===== src/design/foa_pkg.sv =====
// Shared types and constants of the fisheye offset to angle converter.
`default_nettype none

package foa_pkg;

    // Field widths.
    localparam int COORD_W     = 12;
    localparam int ANGLE_W     = 16;
    localparam int DIST_W      = 14;
    localparam int RADIUS_W    = 12;
    localparam int FOV_W       = 16;
    localparam int CFG_DATA_W  = 16;
    localparam int CFG_INDEX_W = 1;

    // Register indexes.
    localparam logic [CFG_INDEX_W-1:0] CFG_LENS_RADIUS = 1'b0;
    localparam logic [CFG_INDEX_W-1:0] CFG_LENS_FOV    = 1'b1;

    // Register reset values.
    localparam logic [RADIUS_W-1:0] RADIUS_RESET = 12'd1024;
    localparam logic [FOV_W-1:0]    FOV_RESET    = 16'd25736;

    // Internal angle format and CORDIC constants.
    localparam int          ANGLE_INT_FRAC = 30;
    localparam int          ATAN_TAB_LEN   = 24;
    localparam int          PRE_SHIFT      = 16;
    localparam logic [31:0] PI_Q30         = 32'd3373259426;

    // Distance and elevation datapath sizes.
    // The distance path has seven registers beside the root and divider stages:
    // squares, sum, rounded distance, product, dividend, divider setup, output.
    localparam int SQ_W       = 2 * COORD_W;
    localparam int RAD_W      = SQ_W + 6;
    localparam int SQRT_STEPS = RAD_W / 2;
    localparam int NUM_W      = DIST_W + FOV_W + 1;
    localparam int DEN_W      = RADIUS_W + 3;
    localparam int DIV_STEPS  = NUM_W - 3;
    localparam int DIST_LAT   = SQRT_STEPS + DIV_STEPS + 7;

    localparam logic [DIST_W-1:0] DIST_MAX = 14'd11586;

    typedef struct packed {
        logic signed [COORD_W-1:0] offset_x;
        logic signed [COORD_W-1:0] offset_y;
    } foa_in_t;

    typedef struct packed {
        logic        [ANGLE_W-1:0] azimuth;
        logic signed [ANGLE_W-1:0] elevation;
        logic        [DIST_W-1:0]  radial_distance;
    } foa_out_t;

    // atan(2^-i) in Q30, rounded to nearest.
    function automatic logic [29:0] atan_q30(input logic [4:0] idx);
        logic [29:0] val;
        unique case (idx)
            5'd0:    val = 30'd843314857;
            5'd1:    val = 30'd497837829;
            5'd2:    val = 30'd263043837;
            5'd3:    val = 30'd133525159;
            5'd4:    val = 30'd67021687;
            5'd5:    val = 30'd33543516;
            5'd6:    val = 30'd16775851;
            5'd7:    val = 30'd8388437;
            5'd8:    val = 30'd4194283;
            5'd9:    val = 30'd2097149;
            5'd10:   val = 30'd1048576;
            5'd11:   val = 30'd524288;
            5'd12:   val = 30'd262144;
            5'd13:   val = 30'd131072;
            5'd14:   val = 30'd65536;
            5'd15:   val = 30'd32768;
            5'd16:   val = 30'd16384;
            5'd17:   val = 30'd8192;
            5'd18:   val = 30'd4096;
            5'd19:   val = 30'd2048;
            5'd20:   val = 30'd1024;
            5'd21:   val = 30'd512;
            5'd22:   val = 30'd256;
            5'd23:   val = 30'd128;
            default: val = 30'd0;
        endcase
        return val;
    endfunction

endpackage

`default_nettype wire


===== src/design/foa_cordic.sv =====
// Pipelined CORDIC vectoring unit that turns an offset into the wrapped azimuth.
`default_nettype none

module foa_cordic
    import foa_pkg::*;
#(
    parameter int ANGLE_FRAC_BITS = 13,
    parameter int CORDIC_STAGES   = 16
)
(
    input  logic                      clk,
    input  logic signed [COORD_W-1:0] x,
    input  logic signed [COORD_W-1:0] y,
    output logic [ANGLE_W-1:0]        azimuth
);

    localparam int N_ST  = (CORDIC_STAGES < ATAN_TAB_LEN) ? CORDIC_STAGES : ATAN_TAB_LEN;
    localparam int UV_W  = COORD_W + PRE_SHIFT + 3;
    localparam int Z_W   = 35;
    localparam int RND_S = ANGLE_INT_FRAC - ANGLE_FRAC_BITS;

    localparam longint PI_L   = longint'(PI_Q30);
    localparam longint HALF_L = longint'(1) << (RND_S - 1);

    localparam logic signed [Z_W-1:0] PI_Z     = Z_W'(PI_L);
    localparam logic signed [Z_W-1:0] TWO_PI_Z = Z_W'(2 * PI_L);
    localparam logic signed [Z_W-1:0] RND_HALF = Z_W'(HALF_L);
    localparam logic signed [Z_W-1:0] FULL_Z   = Z_W'((2 * PI_L + HALF_L) >>> RND_S);

    // The datapath runs free; the distance pipeline carries the valid bits.
    logic signed [UV_W-1:0] u_reg      [N_ST];
    logic signed [UV_W-1:0] v_reg      [N_ST];
    logic signed [Z_W-1:0]  z_reg      [N_ST+1];
    logic                   origin_reg [N_ST+1];

    logic signed [Z_W-1:0] zw_reg;
    logic                  origin_w_reg;
    logic [ANGLE_W-1:0]    az_reg;

    logic signed [UV_W-1:0] x_sc;
    logic signed [UV_W-1:0] y_sc;
    logic signed [Z_W-1:0]  z_round;
    logic signed [Z_W-1:0]  z_wrap;

    assign x_sc = UV_W'(x) <<< PRE_SHIFT;
    assign y_sc = UV_W'(y) <<< PRE_SHIFT;

    // Round to the output format and fold a full turn back to zero.
    always_comb
    begin
        z_round = (zw_reg + RND_HALF) >>> RND_S;
        z_wrap  = (z_round >= FULL_Z) ? z_round - FULL_Z : z_round;
    end

    // Pre-rotation into the right half plane, then one micro-rotation per stage.
    always_ff @(posedge clk)
    begin
        if (y_sc[UV_W-1])
        begin
            u_reg[0] <= -y_sc;
            v_reg[0] <= -x_sc;
            z_reg[0] <= PI_Z;
        end
        else
        begin
            u_reg[0] <= y_sc;
            v_reg[0] <= x_sc;
            z_reg[0] <= '0;
        end
        origin_reg[0] <= (x == '0) && (y == '0);

        for (int k = 0; k < N_ST; k++)
        begin
            if (!v_reg[k][UV_W-1])
                z_reg[k+1] <= z_reg[k] + Z_W'(atan_q30(5'(k)));
            else
                z_reg[k+1] <= z_reg[k] - Z_W'(atan_q30(5'(k)));
            origin_reg[k+1] <= origin_reg[k];
        end

        for (int k = 0; k < N_ST - 1; k++)
        begin
            if (!v_reg[k][UV_W-1])
            begin
                u_reg[k+1] <= u_reg[k] + (v_reg[k] >>> k);
                v_reg[k+1] <= v_reg[k] - (u_reg[k] >>> k);
            end
            else
            begin
                u_reg[k+1] <= u_reg[k] - (v_reg[k] >>> k);
                v_reg[k+1] <= v_reg[k] + (u_reg[k] >>> k);
            end
        end

        // Negative angles move up by a full turn.
        zw_reg       <= z_reg[N_ST][Z_W-1] ? z_reg[N_ST] + TWO_PI_Z : z_reg[N_ST];
        origin_w_reg <= origin_reg[N_ST];

        // The azimuth at the origin is defined as zero.
        az_reg <= origin_w_reg ? '0 : ANGLE_W'(z_wrap);
    end

    assign azimuth = az_reg;

endmodule

`default_nettype wire


===== config.mk =====
export PLATFORM = sky130hd
export DESIGN_NAME = foa_cordic
export DESIGN_NICKNAME = d
export VERILOG_FILES = /design/src/design/foa_pkg.sv /design/src/design/foa_cordic.sv
export SDC_FILE = /design/constraint.sdc
export NUM_CORES = 2
export LEC_CHECK = 0
export BUFFER_PORTS_ARGS = -buffer_cell sky130_fd_sc_hd__buf_2
export CAP_MARGIN = 0
export CORE_ASPECT_RATIO = 0.9
export CORE_MARGIN = 2
export CORE_UTILIZATION = 35
export CTS_BUF_LIST = sky130_fd_sc_hd__clkbuf_16
export CTS_CLUSTER_DIAMETER = 50
export DETAILED_ROUTE_END_ITERATION = 10
export PLACE_DENSITY = 0.6
export SLEW_MARGIN = 20
export SYNTH_ARGS = -nofsm -noshare
export SYNTH_HDL_FRONTEND = slang
export SYNTH_SLANG_ARGS = --single-unit

===== constraint.sdc =====
create_clock -name clk -period 4.2 [get_ports clk]
set_input_delay 0.84 -clock clk [delete_from_list [all_inputs] [get_ports clk]]
set_output_delay 0.84 -clock clk [all_outputs]
set_load 0.03 [all_outputs]

Word-level counts from Yosys, hierarchy flattened
Memory sizes are Yosys's and may differ from the RTL's. A register that Yosys moved wholly into a read port is not among the register bits.
Index checks and enable logic that the tools add are counted.
{"block": "totals", "ramBits": 1604, "regBits": 51, "mem_count": 4, "input_bits": 25, "out_inout_bits": 16, "wordCells": 274}
{"block": "op_classes", "reduce_logical": 3, "n_bitwise": 49, "n_lt_le_gt_ge": 1, "add_sub_neg": 96, "mux": 118}
{"name": "z_reg", "depth": 17, "word_bits": 35, "rd": 17, "rd_ports_with_merged_regs": 0, "wr": 17, "line_no": "foa_cordic.sv:33", "rtl": "logic signed [Z_W-1:0] z_reg [N_ST+1];"}
{"name": "u_reg", "depth": 16, "word_bits": 31, "rd": 15, "rd_ports_with_merged_regs": 0, "wr": 16, "line_no": "foa_cordic.sv:31", "rtl": "logic signed [UV_W-1:0] u_reg [N_ST];"}
{"name": "v_reg", "depth": 16, "word_bits": 31, "rd": 16, "rd_ports_with_merged_regs": 0, "wr": 16, "line_no": "foa_cordic.sv:32", "rtl": "logic signed [UV_W-1:0] v_reg [N_ST];"}
{"name": "origin_reg", "depth": 17, "word_bits": 1, "rd": 17, "rd_ports_with_merged_regs": 1, "wr": 17, "line_no": "foa_cordic.sv:34", "rtl": "logic origin_reg [N_ST+1];"}
{"cell": "2-to-1 mux 31 bit", "n": 32}
{"cell": "2-to-1 mux 30 bit", "n": 32}
{"cell": "2-to-1 mux 35 bit", "n": 17}
{"cell": "adder 35 x 30 -> 35 bit", "n": 16}
{"cell": "subtractor 35 x 30 -> 35 bit", "n": 16}
{"cell": "adder 31 x 17 -> 31 bit", "n": 2}
{"cell": "adder 31 x 18 -> 31 bit", "n": 2}
{"cell": "adder 31 x 19 -> 31 bit", "n": 2}
{"cell": "adder 31 x 20 -> 31 bit", "n": 2}
{"cell": "adder 31 x 21 -> 31 bit", "n": 2}
{"cell": "adder 31 x 22 -> 31 bit", "n": 2}
{"cell": "adder 31 x 23 -> 31 bit", "n": 2}
{"cell": "adder 31 x 24 -> 31 bit", "n": 2}
{"cell": "adder 31 x 25 -> 31 bit", "n": 2}
{"cell": "adder 31 x 26 -> 31 bit", "n": 2}
{"cell": "adder 31 x 27 -> 31 bit", "n": 2}
{"cell": "adder 31 x 28 -> 31 bit", "n": 2}
{"cell": "adder 31 x 29 -> 31 bit", "n": 2}
{"cell": "adder 31 x 30 -> 31 bit", "n": 2}
{"cell": "negation 28 -> 31 bit", "n": 2}
{"cell": "subtractor 31 x 17 -> 31 bit", "n": 2}
{"cell": "subtractor 31 x 18 -> 31 bit", "n": 2}
{"cell": "subtractor 31 x 19 -> 31 bit", "n": 2}
{"cell": "subtractor 31 x 20 -> 31 bit", "n": 2}
{"cell": "other kinds (22)", "n": 116}

Depth between registers and ports, before layout
An unclocked memory read counts as a cell.
{"block": "depth", "depth_word": 4, "depth_mapped": 21}

Worst setup path before layout
OpenSTA, ideal clock, no wires.
{"block": "synth_timing", "path_type": "flip-flop to flip-flop", "start": "memory v_reg[4][30] in the netlist's numbering", "end": "memory z_reg[5][33]", "synth_period_minus_slack_ps": 4467, "t_arrival_ps": 4344, "setup_slack_ps": -267, "setup_time_ps": 123, "stages_incl_launch_ff": 15, "cell_sequence": "dfxtp_1 -> clkinv_1 -> ha_1 -> fa_1 -> a21o_1 -> a2111oi_2 -> o31ai_1 -> a21oi_1 -> o21ai_1 -> a31oi_1 -> o41ai_1 -> or4_1 -> a31oi_1 -> o21ai_1 -> xor2_1"}
{"item": "start: declaration", "line_no": "foa_cordic.sv:32"}
{"item": "end: declaration", "line_no": "foa_cordic.sv:33"}

==> flow_summary.yaml <==
status:
  status: "finished, violations left"
  violations: "setup timing"
routing:
  dr.pass1.iters: 6
  drc: 0
  wl_um: 216000
  routedWlPerCell_um: 14.8
  drt-initial-drc-count: 4243
  viasPerCell: 5.07
  dr_total_vias: 73900
  ant_nets: 0
global_route:
  globalRouteTotalUtil: 0.160
  grt_pass1_vias: 69700
  grt_max_degree: 56
  antenna_found_initial: 2
  grt_pass1_wl_um: 355000
  grt_overflow: 0
logic_synthesis:
  syn_inst: 10500
  yosysUniqueCellTypes: 94
  synth_seq_cells: 1325
  netlist_area_um2: 90400
  avgSynthCellArea_um2: 8.57
  ys.flop_type: "dfxtp_1"
  synth_edf_count: 0
  yosysWarnings: 0
  synthArstFlopShare: 0
  yosysSeqAreaShare: 0.294
clock_network:
  cts_tree: "done"
  clk_pin_slew_ns: 0.06
  clk_path_buf_depth: 4
  cts_buffers: 168
  cts.sinks: 1325
  clock_latency_ns: 0.84
  root_buffer: "clkbuf_16"
  hold_buffers: 0
  ctsHtreeMaxLevel: 4
sta:
  setup_tns_ns: -0.00229
  post-route-period-util: 1.00
  hold_viol: 0
  worst_slack_ns: -0.00229
  clock_skew_ns: 0.0775
  relSlewSlack: 0.526
  tightestPinTransition_ns: 0.703
  rsz0062_at_grt: "yes"
  setup_viol: 1
  report.final.slew_viol_count: 0
  fmax_ghz: 0.238
  fin_crit_ns: 4.20
finish:
  nets: 12300
  drive_gt1_frac: 0.0951
  largest_register_ffs: 515
  area.growth.synth_to_final_pct: 15.3
  fin_area_um2: 104000
  fin_cells: 14600
critical_path:
  regToRegSetupSlack_ns: -0.002
  worst_ep_required_time_ns: 4.95
  rr_startpoint: "v_reg[11][14]"
  arrival_ns: 4.95
  reg2regPathDepth: 18
  start_kind: "flip-flop"
  worstReg2RegEnd: "u_reg[12][29]"
  cp_max_fo: 7
  path_class: "reg2reg"
  worstSetupEndpointType: "flip-flop"
die:
  dieArea_um2: 262000
  io_pins: 41
  die_w_um: 540
  die_h_um: 486
  num_rows: 176
  start_util: 0.353
  core_area_um2: 256000
placed_design:
  dpl_cell_area_um2: 97600
  pre_cts_slack_ns: -0.130
  dp_hpwl_um: 173000
  gp_congestion: 0.898
  port_buffers: 40
  dpl.cell_count: 14300
hold_path:
  holdCritStartpoint: "y[0]"
  worst_hold_path.endpoint: "u_reg[0][16]"
  worstHoldPathType: "in2reg"
  whs_path_depth: 1
flow_run:
  cap_violations: 0
==> routing by layer <==
metal | part of all wire | wire (um) | up-vias | global-route usage
met5 | 0 | 0 | - | 0
met4 | 0.024 | 5090 | 0 | 0.0413
met3 | 0.038 | 8230 | 314 | 0.0183
met2 | 0.45 | 97200 | 1232 | 0.269
met1 | 0.49 | 105000 | 33800 | 0.216
li1 | - | - | 38600 | -
==> what timing repair did <==
action | CTS | global route
resized for setup | 12 | 229
setup buffers | 0 | 21
endpoints found under the setup margin | 12 | 111
pin swaps | 1 | 96
==> through the flow <==
step	utilization	hold slack, ns
finish	0.407	0.160
CTS	0.402	0.0880
floorplan	-	0.310
detailed placement	0.381	0.312
global route	0.407	0.128
global placement	0.381	0.310
==> final cells by class <==
| class | count | area [um2] |
|---|---|---|
| fill | 25700 | 152000 |
| sequential | 1325 | 26500 |
| inverter | 522 | 1960 |
| tap | 3382 | 4230 |
| clock buffer | 168 | 4200 |
| clock inverter | 125 | 1140 |
| antenna | 2 | 5.00 |
| timing repair buffer | 495 | 3690 |
| multi-input combinational | 8563 | 62400 |
==> placed cells by master, fill, tap and decap left out, types with 448 or more instances in the layout <==
cell	n
a21oi_1	993
nand2_1	538
o21ai_0	462
buf_4	448
xnor2_1	989
ha_1	1196
xor2_1	491
inv_1	543
nor2_1	1046
dfxtp_1	1306
==> synth_stat cells, drive strengths merged, types with 34 or more instances <==
cell type	instances	area (um2)
and3	128	801
xnor2	991	8680
o211ai	42	320
nand2	543	2040
nand3	169	846
or3	54	343
and2	68	425
a211oi	68	521
nor3	305	1540
clkbuf	108	407
o21bai	128	961
a21o	420	3150
a31oi	123	769
nor4	72	457
xor2	491	4300
fa	34	681
nor2	1053	3950
o21a	167	1250
a21boi	50	375
a21oi	1021	5120
nand2b	153	957
or2	44	275
dfxtp	1325	26500
o31ai	58	440
nor2b	148	926
ha	1200	15000
nand4	53	332
o21ai	498	2500
inv	519	1950
==> worst max-delay path: stages (launching register included) <==
cell and delay [ns]:
dfxtp_2 0.31, or4_4 0.53, or4_4 0.51, nor3b_4 0.22, and2_4 0.18, buf_4 0.13
a21oi_1 0.08, xnor2_1 0.17, ha_1 0.37, and3_4 0.18, and2_4 0.16, a21oi_2 0.12
o211ai_1 0.13, a22oi_2 0.26, a211oi_2 0.12, o31ai_2 0.30, o21bai_1 0.13, a21oi_2 0.14
xnor2_1 0.12
==> kinds of logic (layout without fill, tap and decap cells) <==
kind of cell | after synthesis | count (layout) | share of synthesized area
compound gates | 2879 | 2879 | 0.201
xor+xnor | 1482 | 1482 | 0.144
fa+ha+maj | 1234 | 1234 | 0.174
buf+inv | 663 | 1310 | 0.0276
flops | 1325 | 1325 | 0.294
mux | 58 | 58 | 0.00688
other cells | 1 | 5 | 0.0000415
simple gates | 2907 | 2907 | 0.153
==> worst max-delay path by stage <==
stage | cells after the start | start | endpoint
finish | 18 | v_reg[11][14] | u_reg[12][29]
detailed placement | 20 | v_reg[6][10] | u_reg[7][30]
global route | 18 | v_reg[11][14] | u_reg[12][29]
CTS | 21 | v_reg[6][10] | u_reg[7][29]
floorplan | 19 | v_reg[11][17] | u_reg[12][29]
global placement | 20 | v_reg[6][10] | u_reg[7][30]
Power is not shown: default switching activity piles up to over one toggle a cycle in this logic, so the estimate is an artifact.
