File: src/design/foa_pkg.sv
// Shared types and constants of the fisheye offset to angle converter.
`default_nettype none

package foa_pkg;

    // Field widths.
    localparam int COORD_W     = 12;
    localparam int ANGLE_W     = 16;
    localparam int DIST_W      = 14;
    localparam int RADIUS_W    = 12;
    localparam int FOV_W       = 16;
    localparam int CFG_DATA_W  = 16;
    localparam int CFG_INDEX_W = 1;

    // Register indexes.
    localparam logic [CFG_INDEX_W-1:0] CFG_LENS_RADIUS = 1'b0;
    localparam logic [CFG_INDEX_W-1:0] CFG_LENS_FOV    = 1'b1;

    // Register reset values.
    localparam logic [RADIUS_W-1:0] RADIUS_RESET = 12'd1024;
    localparam logic [FOV_W-1:0]    FOV_RESET    = 16'd25736;

    // Internal angle format and CORDIC constants.
    localparam int          ANGLE_INT_FRAC = 30;
    localparam int          ATAN_TAB_LEN   = 24;
    localparam int          PRE_SHIFT      = 16;
    localparam logic [31:0] PI_Q30         = 32'd3373259426;

    // Distance and elevation datapath sizes.
    // The distance path has seven registers beside the root and divider stages:
    // squares, sum, rounded distance, product, dividend, divider setup, output.
    localparam int SQ_W       = 2 * COORD_W;
    localparam int RAD_W      = SQ_W + 6;
    localparam int SQRT_STEPS = RAD_W / 2;
    localparam int NUM_W      = DIST_W + FOV_W + 1;
    localparam int DEN_W      = RADIUS_W + 3;
    localparam int DIV_STEPS  = NUM_W - 3;
    localparam int DIST_LAT   = SQRT_STEPS + DIV_STEPS + 7;

    localparam logic [DIST_W-1:0] DIST_MAX = 14'd11586;

    typedef struct packed {
        logic signed [COORD_W-1:0] offset_x;
        logic signed [COORD_W-1:0] offset_y;
    } foa_in_t;

    typedef struct packed {
        logic        [ANGLE_W-1:0] azimuth;
        logic signed [ANGLE_W-1:0] elevation;
        logic        [DIST_W-1:0]  radial_distance;
    } foa_out_t;

    // atan(2^-i) in Q30, rounded to nearest.
    function automatic logic [29:0] atan_q30(input logic [4:0] idx);
        logic [29:0] val;
        unique case (idx)
            5'd0:    val = 30'd843314857;
            5'd1:    val = 30'd497837829;
            5'd2:    val = 30'd263043837;
            5'd3:    val = 30'd133525159;
            5'd4:    val = 30'd67021687;
            5'd5:    val = 30'd33543516;
            5'd6:    val = 30'd16775851;
            5'd7:    val = 30'd8388437;
            5'd8:    val = 30'd4194283;
            5'd9:    val = 30'd2097149;
            5'd10:   val = 30'd1048576;
            5'd11:   val = 30'd524288;
            5'd12:   val = 30'd262144;
            5'd13:   val = 30'd131072;
            5'd14:   val = 30'd65536;
            5'd15:   val = 30'd32768;
            5'd16:   val = 30'd16384;
            5'd17:   val = 30'd8192;
            5'd18:   val = 30'd4096;
            5'd19:   val = 30'd2048;
            5'd20:   val = 30'd1024;
            5'd21:   val = 30'd512;
            5'd22:   val = 30'd256;
            5'd23:   val = 30'd128;
            default: val = 30'd0;
        endcase
        return val;
    endfunction

endpackage

`default_nettype wire

File: src/design/foa_dist.sv
// Pipelined distance, square root and elevation divider of the angle converter.
`default_nettype none

module foa_dist
    import foa_pkg::*;
#(
    parameter int ANGLE_FRAC_BITS = 13
)
(
    input  logic                       clk,
    input  logic                       rst_n,
    input  logic                       in_valid,
    input  logic signed [COORD_W-1:0]  x,
    input  logic signed [COORD_W-1:0]  y,
    input  logic [RADIUS_W-1:0]        radius,
    input  logic [FOV_W-1:0]           fov,
    output logic                       out_valid,
    output logic signed [ANGLE_W-1:0]  elevation,
    output logic [DIST_W-1:0]          radial_distance
);

    localparam int RND_S = ANGLE_INT_FRAC - ANGLE_FRAC_BITS;
    localparam int EL_W  = DIV_STEPS + 2;
    localparam int PR_W  = DIST_W + FOV_W;

    localparam longint PI_L       = longint'(PI_Q30);
    localparam longint HALF_L     = longint'(1) << (RND_S - 1);
    localparam longint PI_OUT_L   = (PI_L + HALF_L) >>> RND_S;
    localparam longint HALFPI_L   = (PI_L / 2 + HALF_L) >>> RND_S;

    localparam logic signed [EL_W-1:0] HALFPI_EL = EL_W'(HALFPI_L);
    localparam logic signed [EL_W-1:0] NEG_PI_EL = EL_W'(-PI_OUT_L);

    // Valid bits, one per pipeline register.
    logic valid_reg [DIST_LAT];

    // Squares and their sum.
    logic [SQ_W-2:0] xsq_reg;
    logic [SQ_W-2:0] ysq_reg;
    logic [SQ_W-1:0] sq_reg;
    logic signed [SQ_W-1:0] xx;
    logic signed [SQ_W-1:0] yy;

    // Digit-by-digit square root, two radicand bits per stage.
    logic [RAD_W-1:0] n_reg [SQRT_STEPS];
    logic [RAD_W-1:0] r_reg [SQRT_STEPS+1];

    // Rounded distance, product and dividend.
    logic [DIST_W-1:0] d_reg;
    logic [DIST_W-1:0] d_mul_reg;
    logic [DIST_W-1:0] d_num_reg;
    logic [PR_W-1:0]   prod_reg;
    logic [NUM_W-1:0]  num_reg;
    logic [DIST_W:0]   r_plus;

    // Restoring divider, one quotient bit per stage.
    logic [DEN_W-1:0]     rem_reg  [DIV_STEPS];
    logic [DIV_STEPS-1:0] rest_reg [DIV_STEPS];
    logic [DIV_STEPS-1:0] q_reg    [DIV_STEPS+1];
    logic [DIST_W-1:0]    d_div_reg [DIV_STEPS+1];
    logic [DEN_W-1:0]     den;
    logic [DEN_W:0]       trial    [DIV_STEPS];

    logic signed [EL_W-1:0]   elev_raw;
    logic signed [ANGLE_W-1:0] elev_reg;
    logic [DIST_W-1:0]        dist_reg;

    assign xx     = x * x;
    assign yy     = y * y;
    assign den    = {radius, 3'b000};
    assign r_plus = r_reg[SQRT_STEPS][DIST_W:0] + 1'b1;

    // Partial remainders with the next dividend bit shifted in.
    always_comb
    begin
        for (int t = 0; t < DIV_STEPS; t++)
            trial[t] = {rem_reg[t], rest_reg[t][DIV_STEPS-1]};
    end

    assign elev_raw = HALFPI_EL - EL_W'(q_reg[DIV_STEPS]);

    // Valid chain.
    always_ff @(posedge clk or negedge rst_n)
    begin
        if (!rst_n)
        begin
            for (int i = 0; i < DIST_LAT; i++)
                valid_reg[i] <= 1'b0;
        end
        else
        begin
            valid_reg[0] <= in_valid;
            for (int i = 1; i < DIST_LAT; i++)
                valid_reg[i] <= valid_reg[i-1];
        end
    end

    // Payload pipeline.
    always_ff @(posedge clk)
    begin
        xsq_reg <= xx[SQ_W-2:0];
        ysq_reg <= yy[SQ_W-2:0];
        sq_reg  <= SQ_W'(xsq_reg) + SQ_W'(ysq_reg);

        // Square root of 64 times the squared norm.
        for (int j = 0; j < SQRT_STEPS; j++)
        begin
            logic [RAD_W-1:0] bitv;
            logic [RAD_W-1:0] n_in;
            logic [RAD_W-1:0] r_in;
            logic [RAD_W-1:0] cand;
            bitv = RAD_W'(1) << (RAD_W - 2 - 2 * j);
            n_in = (j == 0) ? {sq_reg, 6'b000000} : n_reg[(j == 0) ? 0 : j - 1];
            r_in = (j == 0) ? '0 : r_reg[j];
            cand = r_in + bitv;
            if (n_in >= cand)
            begin
                if (j < SQRT_STEPS - 1)
                    n_reg[j] <= n_in - cand;
                r_reg[j+1] <= (r_in >> 1) + bitv;
            end
            else
            begin
                if (j < SQRT_STEPS - 1)
                    n_reg[j] <= n_in;
                r_reg[j+1] <= r_in >> 1;
            end
        end

        // Halve with rounding to get two fraction bits.
        d_reg     <= r_plus[DIST_W:1];
        prod_reg  <= PR_W'(d_reg) * PR_W'(fov);
        d_mul_reg <= d_reg;
        num_reg   <= NUM_W'(prod_reg) + NUM_W'({radius, 2'b00});
        d_num_reg <= d_mul_reg;

        // The divisor is at least eight, so the top three quotient bits are zero.
        rem_reg[0]   <= DEN_W'(num_reg[NUM_W-1:NUM_W-3]);
        rest_reg[0]  <= num_reg[NUM_W-4:0];
        q_reg[0]     <= '0;
        d_div_reg[0] <= d_num_reg;

        for (int t = 0; t < DIV_STEPS; t++)
        begin
            if (trial[t] >= {1'b0, den})
            begin
                if (t < DIV_STEPS - 1)
                    rem_reg[t+1] <= DEN_W'(trial[t] - {1'b0, den});
                q_reg[t+1] <= {q_reg[t][DIV_STEPS-2:0], 1'b1};
            end
            else
            begin
                if (t < DIV_STEPS - 1)
                    rem_reg[t+1] <= DEN_W'(trial[t]);
                q_reg[t+1] <= {q_reg[t][DIV_STEPS-2:0], 1'b0};
            end
            if (t < DIV_STEPS - 1)
                rest_reg[t+1] <= {rest_reg[t][DIV_STEPS-2:0], 1'b0};
            d_div_reg[t+1] <= d_div_reg[t];
        end

        // Elevation never exceeds pi/2, so only the lower clamp can act.
        elev_reg <= (elev_raw < NEG_PI_EL) ? ANGLE_W'(NEG_PI_EL) : ANGLE_W'(elev_raw);
        dist_reg <= d_div_reg[DIV_STEPS];
    end

    assign out_valid       = valid_reg[DIST_LAT-1];
    assign elevation       = elev_reg;
    assign radial_distance = dist_reg;

endmodule

`default_nettype wire

File: config.mk
export PLATFORM = sky130hd
export DESIGN_NAME = foa_dist
export DESIGN_NICKNAME = d
export VERILOG_FILES = /design/src/design/foa_pkg.sv /design/src/design/foa_dist.sv
export SDC_FILE = /design/constraint.sdc
export NUM_CORES = 2
export LEC_CHECK = 0
export BUFFER_PORTS_ARGS = -buffer_cell sky130_fd_sc_hd__clkbuf_2
export CAP_MARGIN = 5
export CORE_ASPECT_RATIO = 1.2
export CORE_MARGIN = 4
export CORE_UTILIZATION = 61
export DETAILED_ROUTE_END_ITERATION = 7
export HOLD_SLACK_MARGIN = 0.12
export PLACE_DENSITY = 0.77
export SKIP_LAST_GASP = 1
export SLEW_MARGIN = 20
export SYNTH_ARGS = -nofsm -noshare
export SYNTH_HDL_FRONTEND = slang
export SYNTH_SLANG_ARGS = --single-unit
File: constraint.sdc
create_clock -name clk -period 7.2 [get_ports clk]
set_input_delay 1.8 -clock clk [delete_from_list [all_inputs] [get_ports clk]]
set_output_delay 1.8 -clock clk [all_outputs]
set_load 0.03 [all_outputs]
; Yosys cells after proc, flatten, opt, wreduce, memory -nomap -nowiden
; Memory sizes are Yosys's and may differ from the RTL's. A register that Yosys moved wholly into a read port is not among the register bits.
; Index checks and enable logic that the tools add are counted.
; Widths: inputs -> output; s select.
[classes]
order_cmp = 44
bitwise = 84
multipliers = 3
add_sub_neg = 73
mux = 213
[op_table]
columns = cell, count
row1 = $mux 30, 29
row2 = $mux 28, 28
row3 = $ge 16x15->1, 28
row4 = $ge 30x30->1, 14
row5 = $mux 15, 27
row6 = $sub 15x15->15, 27
row7 = $sub 30x30->30, 13
row8 = $mux 1, 129
row9 = $or 1x1->1, 84
row10 = $mul 12x12->23, 2
row11 = $add 30x14->31, 1
row12 = $add 29x1->30 const B, 1
row13 = $add 29x11->30 const B, 1
row14 = $add 29x13->30 const B, 1
row15 = $add 29x15->30 const B, 1
row16 = $add 29x17->30 const B, 1
row17 = $add 29x19->30 const B, 1
row18 = $add 29x21->30 const B, 1
row19 = $add 29x23->30 const B, 1
row20 = $add 29x25->30 const B, 1
row21 = $add 29x27->30 const B, 1
row22 = $add 29x3->30 const B, 1
row23 = $add 29x5->30 const B, 1
row24 = $add 29x7->30 const B, 1
row25 = other kinds (22), 22
[word_totals]
ram_bits = 3352
reg_bits = 239
out_inout_bits = 31
n_memories = 6
wordCells = 482
in_bits = 55
[memory_table]
columns = name, words, width, rd, rd_ports_with_merged_regs, write_ports, line_no
row1 = q_reg, 29, 28, 29, 0, 29, foa_dist.sv:59  ; logic [DIV_STEPS-1:0] q_reg [DIV_STEPS+1];
row2 = rest_reg, 28, 28, 28, 0, 28, foa_dist.sv:58  ; logic [DIV_STEPS-1:0] rest_reg [DIV_STEPS];
row3 = r_reg, 16, 30, 15, 0, 15, foa_dist.sv:46  ; logic [RAD_W-1:0] r_reg [SQRT_STEPS+1];
row4 = n_reg, 15, 30, 14, 0, 14, foa_dist.sv:45  ; logic [RAD_W-1:0] n_reg [SQRT_STEPS];
row5 = rem_reg, 28, 15, 28, 0, 28, foa_dist.sv:57  ; logic [DEN_W-1:0] rem_reg [DIV_STEPS];
row6 = d_div_reg, 29, 14, 29, 1, 29, foa_dist.sv:60  ; logic [DIST_W-1:0] d_div_reg [DIV_STEPS+1];

; Logic depth before layout (Yosys ltp)
; An unclocked memory read counts as a cell.
[depth]
ltp_word = 6
depth_mapped = 24
mapped_depth_nobuf = 23

; Worst setup path before layout
; No wires, ideal clock.
[synth_path]
path_type = input port to flip-flop
from = in fov[5]
to = reg prod_reg[28]
cell_stages = 22
required_time_ns = 7.128
arrival_time_ns = 7.714
setup_slack_ns = -0.586
cell_sequence = clkbuf_1 -> nand2_1 -> fa_1 -> inv_1 -> fa_1 -> fa_1 -> fa_1 -> fa_1 -> inv_1 -> fa_1 -> inv_1 -> ha_1 -> clkbuf_1 -> a211oi_1 -> o21ai_0 -> a2111oi_0 -> o21ai_0 -> a2111oi_0 -> nor2_1 -> a211o_1 -> a21oi_1 -> xnor2_1
[synth_via]
elab_chain_cells = 1
[synth_rtl]
columns = item, line_no
row1 = from (decl), foa_dist.sv:16  ; input logic [FOV_W-1:0] fov,
row2 = $mul 14x16->30, foa_dist.sv:132  ; prod_reg <= PR_W'(d_reg) * PR_W'(fov);
row3 = to (signal assigned), foa_dist.sv:132
row4 = to (decl), foa_dist.sv:52  ; logic [PR_W-1:0] prod_reg;
; No other way between the ends.
; A chain may end at the register's enable or synchronous reset.

; Worst setup path after layout
[layout_path]
from = in fov[6]
to = reg prod_reg[28]
; Same word-level chain as after synthesis.

==> out/metrics.cfg <==
[synthesis]
syn_area_sq_um=92100
yosys_register_bits=2337
synthArstFlopShare_pct=2.14
yosys-top-cells-count=dfxtp_1, inv_1, ha_1, nand2_1, fa_1
synthMuxAreaShare_pct=3.88
yosysTopAreaCell=dfxtp_1
synth_top_family_by_area=adder cells
synth_xor_area_share_pct=4.15
yosysMostFrequentCell=dfxtp_1
yosysSeqAreaShare_pct=51.1
yosys_warnings=0
yosys.area_share.simple_pct=10.2
yosys.area.top_type_share_pct=49.7
ys.flop_type=dfxtp_1
netlist_instances=8255
synth_fa_ha_area_share_pct=18.7
synth_edf_count=0
synth_area_leaders=dfxtp_1, fa_1, ha_1
synth_nets=9428
synth-compound-area-share_pct=7.55
postSynthAreaPerCell_sq_um=11.2
synth.distinct_cells=79

[die]
die_w_um=363
core-area_sq_um=149000
dieHeight_um=434
io_pins=86
row_count=155
floorplan.initialDensity_pct=61.7
die_area_sq_um=157000

[min_path]
min_to=n_reg[0][11]
hold_path_class=reg -> reg
hold-path-cell-count=0
hold_start=sq_reg[5]

[sta]
worst_slew_pin_slew_ns=1.01
finalCriticalPeriod_ns=6.88
slew_headroom_pct=32.9
skew_ns=0.0776
setup_violations=0
fin_ws_ns=0.320
period_share_pct=95.6
max_freq_mhz=145
rsz0062_at_grt=no
maxSlewViolCount=0
hold_viol_final=0

[worst_setup_path]
endpoint_kind=flop
regToRegEndpoint=prod_reg[28]
rr_worst_depth=20
cp-start-kind=input pin
criticalPathCategory=in -> reg
cp.arrival_ns=7.67
crit_chain=clkbuf_2 -> and2_1 -> fa_1 -> inv_1 -> fa_1 -> inv_1 -> fa_1 -> inv_1 -> fa_1 -> inv_1 -> fa_1 -> inv_1 -> fa_1 -> inv_1 -> ha_2 -> or4_1 -> a21oi_2 -> o21ai_1 -> a2111oi_0 -> nor2_1 -> a211o_1 -> a21oi_2 -> xnor2_1
critPathMaxFanout=9
r2r-start=d_reg[6]
critPathTopFamily=adder cells
reg2reg_slack_ns=0.74
path_buf_inv=7
critical_path.startpoint=fov[6]
worst_path_max_delay_cell=fa_1
crit_required_ns=7.99
critical_path.max_stage_delay_ns=0.53

[drt]
wl_per_cell_um=17.0
drc=0
dr_total_vias=57000
drt_iter0_drc=2832
wl_um=183000
drtPass1Iterations=6
vias_per_cell=5.31
ant_nets=0

[clock_network]
post_cts_resized=0
postCtsSetupBuffers=0
root_buffer=clkbuf_16
clk_path_buf_depth=3
cts_tree=built
htree_levels=4
cts.sinks=2337
clk_latency_ns=0.86
clk_pin_slew_ns=0.06
numCtsBuffers=205
holdBufCountCts=0

[placement]
port_buffers=85
dp_slack_ns=-0.527
place_area_sq_um=96100
dp_hpwl_um=134000
gp_congestion=0.875

[final_layout]
fin_area_sq_um=103000
nFillCells=10800
n_antenna_cell=0
seqCellArea_sq_um=47000
syn_to_final_growth_pct=12.1
layout-drive-gt1-share_pct=10.6
largest_reg_flops=408
multi_input_area_sq_um=41200
layout.nets=9786

[outcome]
status=finished clean

[grt]
grt_pass1_wl_um=299000
grt_pass1_vias=60200
grt_use_total_pct=23.5
grt_max_degree=33
overflow=0
antenna_found_initial=3

[power_and_ir_drop]
vdd_drop_max_mv=0.329
power_density_nw_per_um2=504
leakagePower_nw=47.7

[run]
drv_cap=0

[placed cells by master (no fill, tap or decap), drive strengths merged, types with 46 or more instances in the layout]
master,synthesis,final
o21ai,299,299
nor2b,127,127
dfrtp,50,50
clkbuf,107,360
nand3,78,78
mux2i,85,85
o21a,62,62
a21o,109,109
xor2,154,154
a21oi,253,253
a21boi,69,69
dfxtp,2287,2287
nand2b,49,49
buf,7,180
and2,224,224
nor3,160,160
inv,965,977
nand2,490,490
ha,684,684
nor4,68,68
nor2,412,412
clkinv,0,66
mux2,242,242
fa,434,434
xnor2,282,282
nand4,77,77
or3,46,46
[metal layers]
layer	vias up	global-route usage (%)	wire [um]
met5	-	0	9
met4	2	9.23	6760
met3	423	3.48	6490
met2	1144	43.8	94800
met1	27400	27.2	74600
li1	28100	-	-
[report_power, final]
group          internal [mW]  leakage, nW  total [mW]  switching (mW)
Combinational           9.94         24.7        21.1            11.2
Clock                   6.28         3.47        11.1            4.87
Sequential              17.5         19.6        19.8            2.25
[layout make-up]
cell class | instances | share of cell area, %
Clock buffer | 275 | 5.60
Clock inverter | 109 | 1.30
Timing Repair Buffer | 265 | 1.77
Inverter | 965 | 3.51
Tap cell | 1962 | 2.38
Multi-Input combinational cell | 4839 | 39.9
Sequential cell | 2337 | 45.6
[worst reg2reg max path, cell delays in order (launching register included)]
cell	delay, ns
dfxtp_1	0.73
nand2_1	0.17
fa_1	0.50
fa_1	0.53
inv_1	0.06
fa_1	0.56
fa_2	0.45
fa_1	0.55
inv_1	0.06
fa_1	0.52
inv_1	0.04
ha_1	0.21
a211oi_2	0.21
o21ai_1	0.12
a2111oi_0	0.37
o21ai_1	0.19
a2111oi_0	0.41
nor2_1	0.12
a211o_1	0.32
a21oi_2	0.14
xnor2_1	0.12
[logic make-up after synthesis]
logic type,Yosys count
AOI/OAI and AO/OA,1079
xor gates and xnor gates,436
adders and majority gates,1119
buffers and inverters,1079
DFF,2337
muxes,327
and+or+nand+nor,1878
[worst max-delay path by stage]
stage / endpoint / slack, ns / cells after the start
finish: prod_reg[28] / 0.32 / 23
global route: prod_reg[28] / 0.08 / 23
global placement: prod_reg[28] / -0.49 / 21
CTS: prod_reg[28] / 0.42 / 23
floorplan: prod_reg[28] / -0.1 / 22
detailed placement: prod_reg[28] / -0.53 / 21
[stage by stage]
| stage | power (mW) | hold WS [ns] | utilization [%] | instances | setup TNS, ns |
|---|---|---|---|---|---|
| after global placement | 40.2 | 0.309 | 64.3 | 10400 | -3.42 |
| after floorplan | 35.4 | 0.310 | - | 8255 | -0.123 |
| after global routing | 56.1 | 0.276 | 69.1 | 10800 | 0 |
| final | 52.1 | 0.275 | 69.1 | 10800 | 0 |
| after detailed placement | 40.9 | 0.312 | 64.4 | 10400 | -4.08 |
| after CTS | 52.4 | 0.272 | 69.1 | 10800 | 0 |
Power figures use the tool's default switching activity.
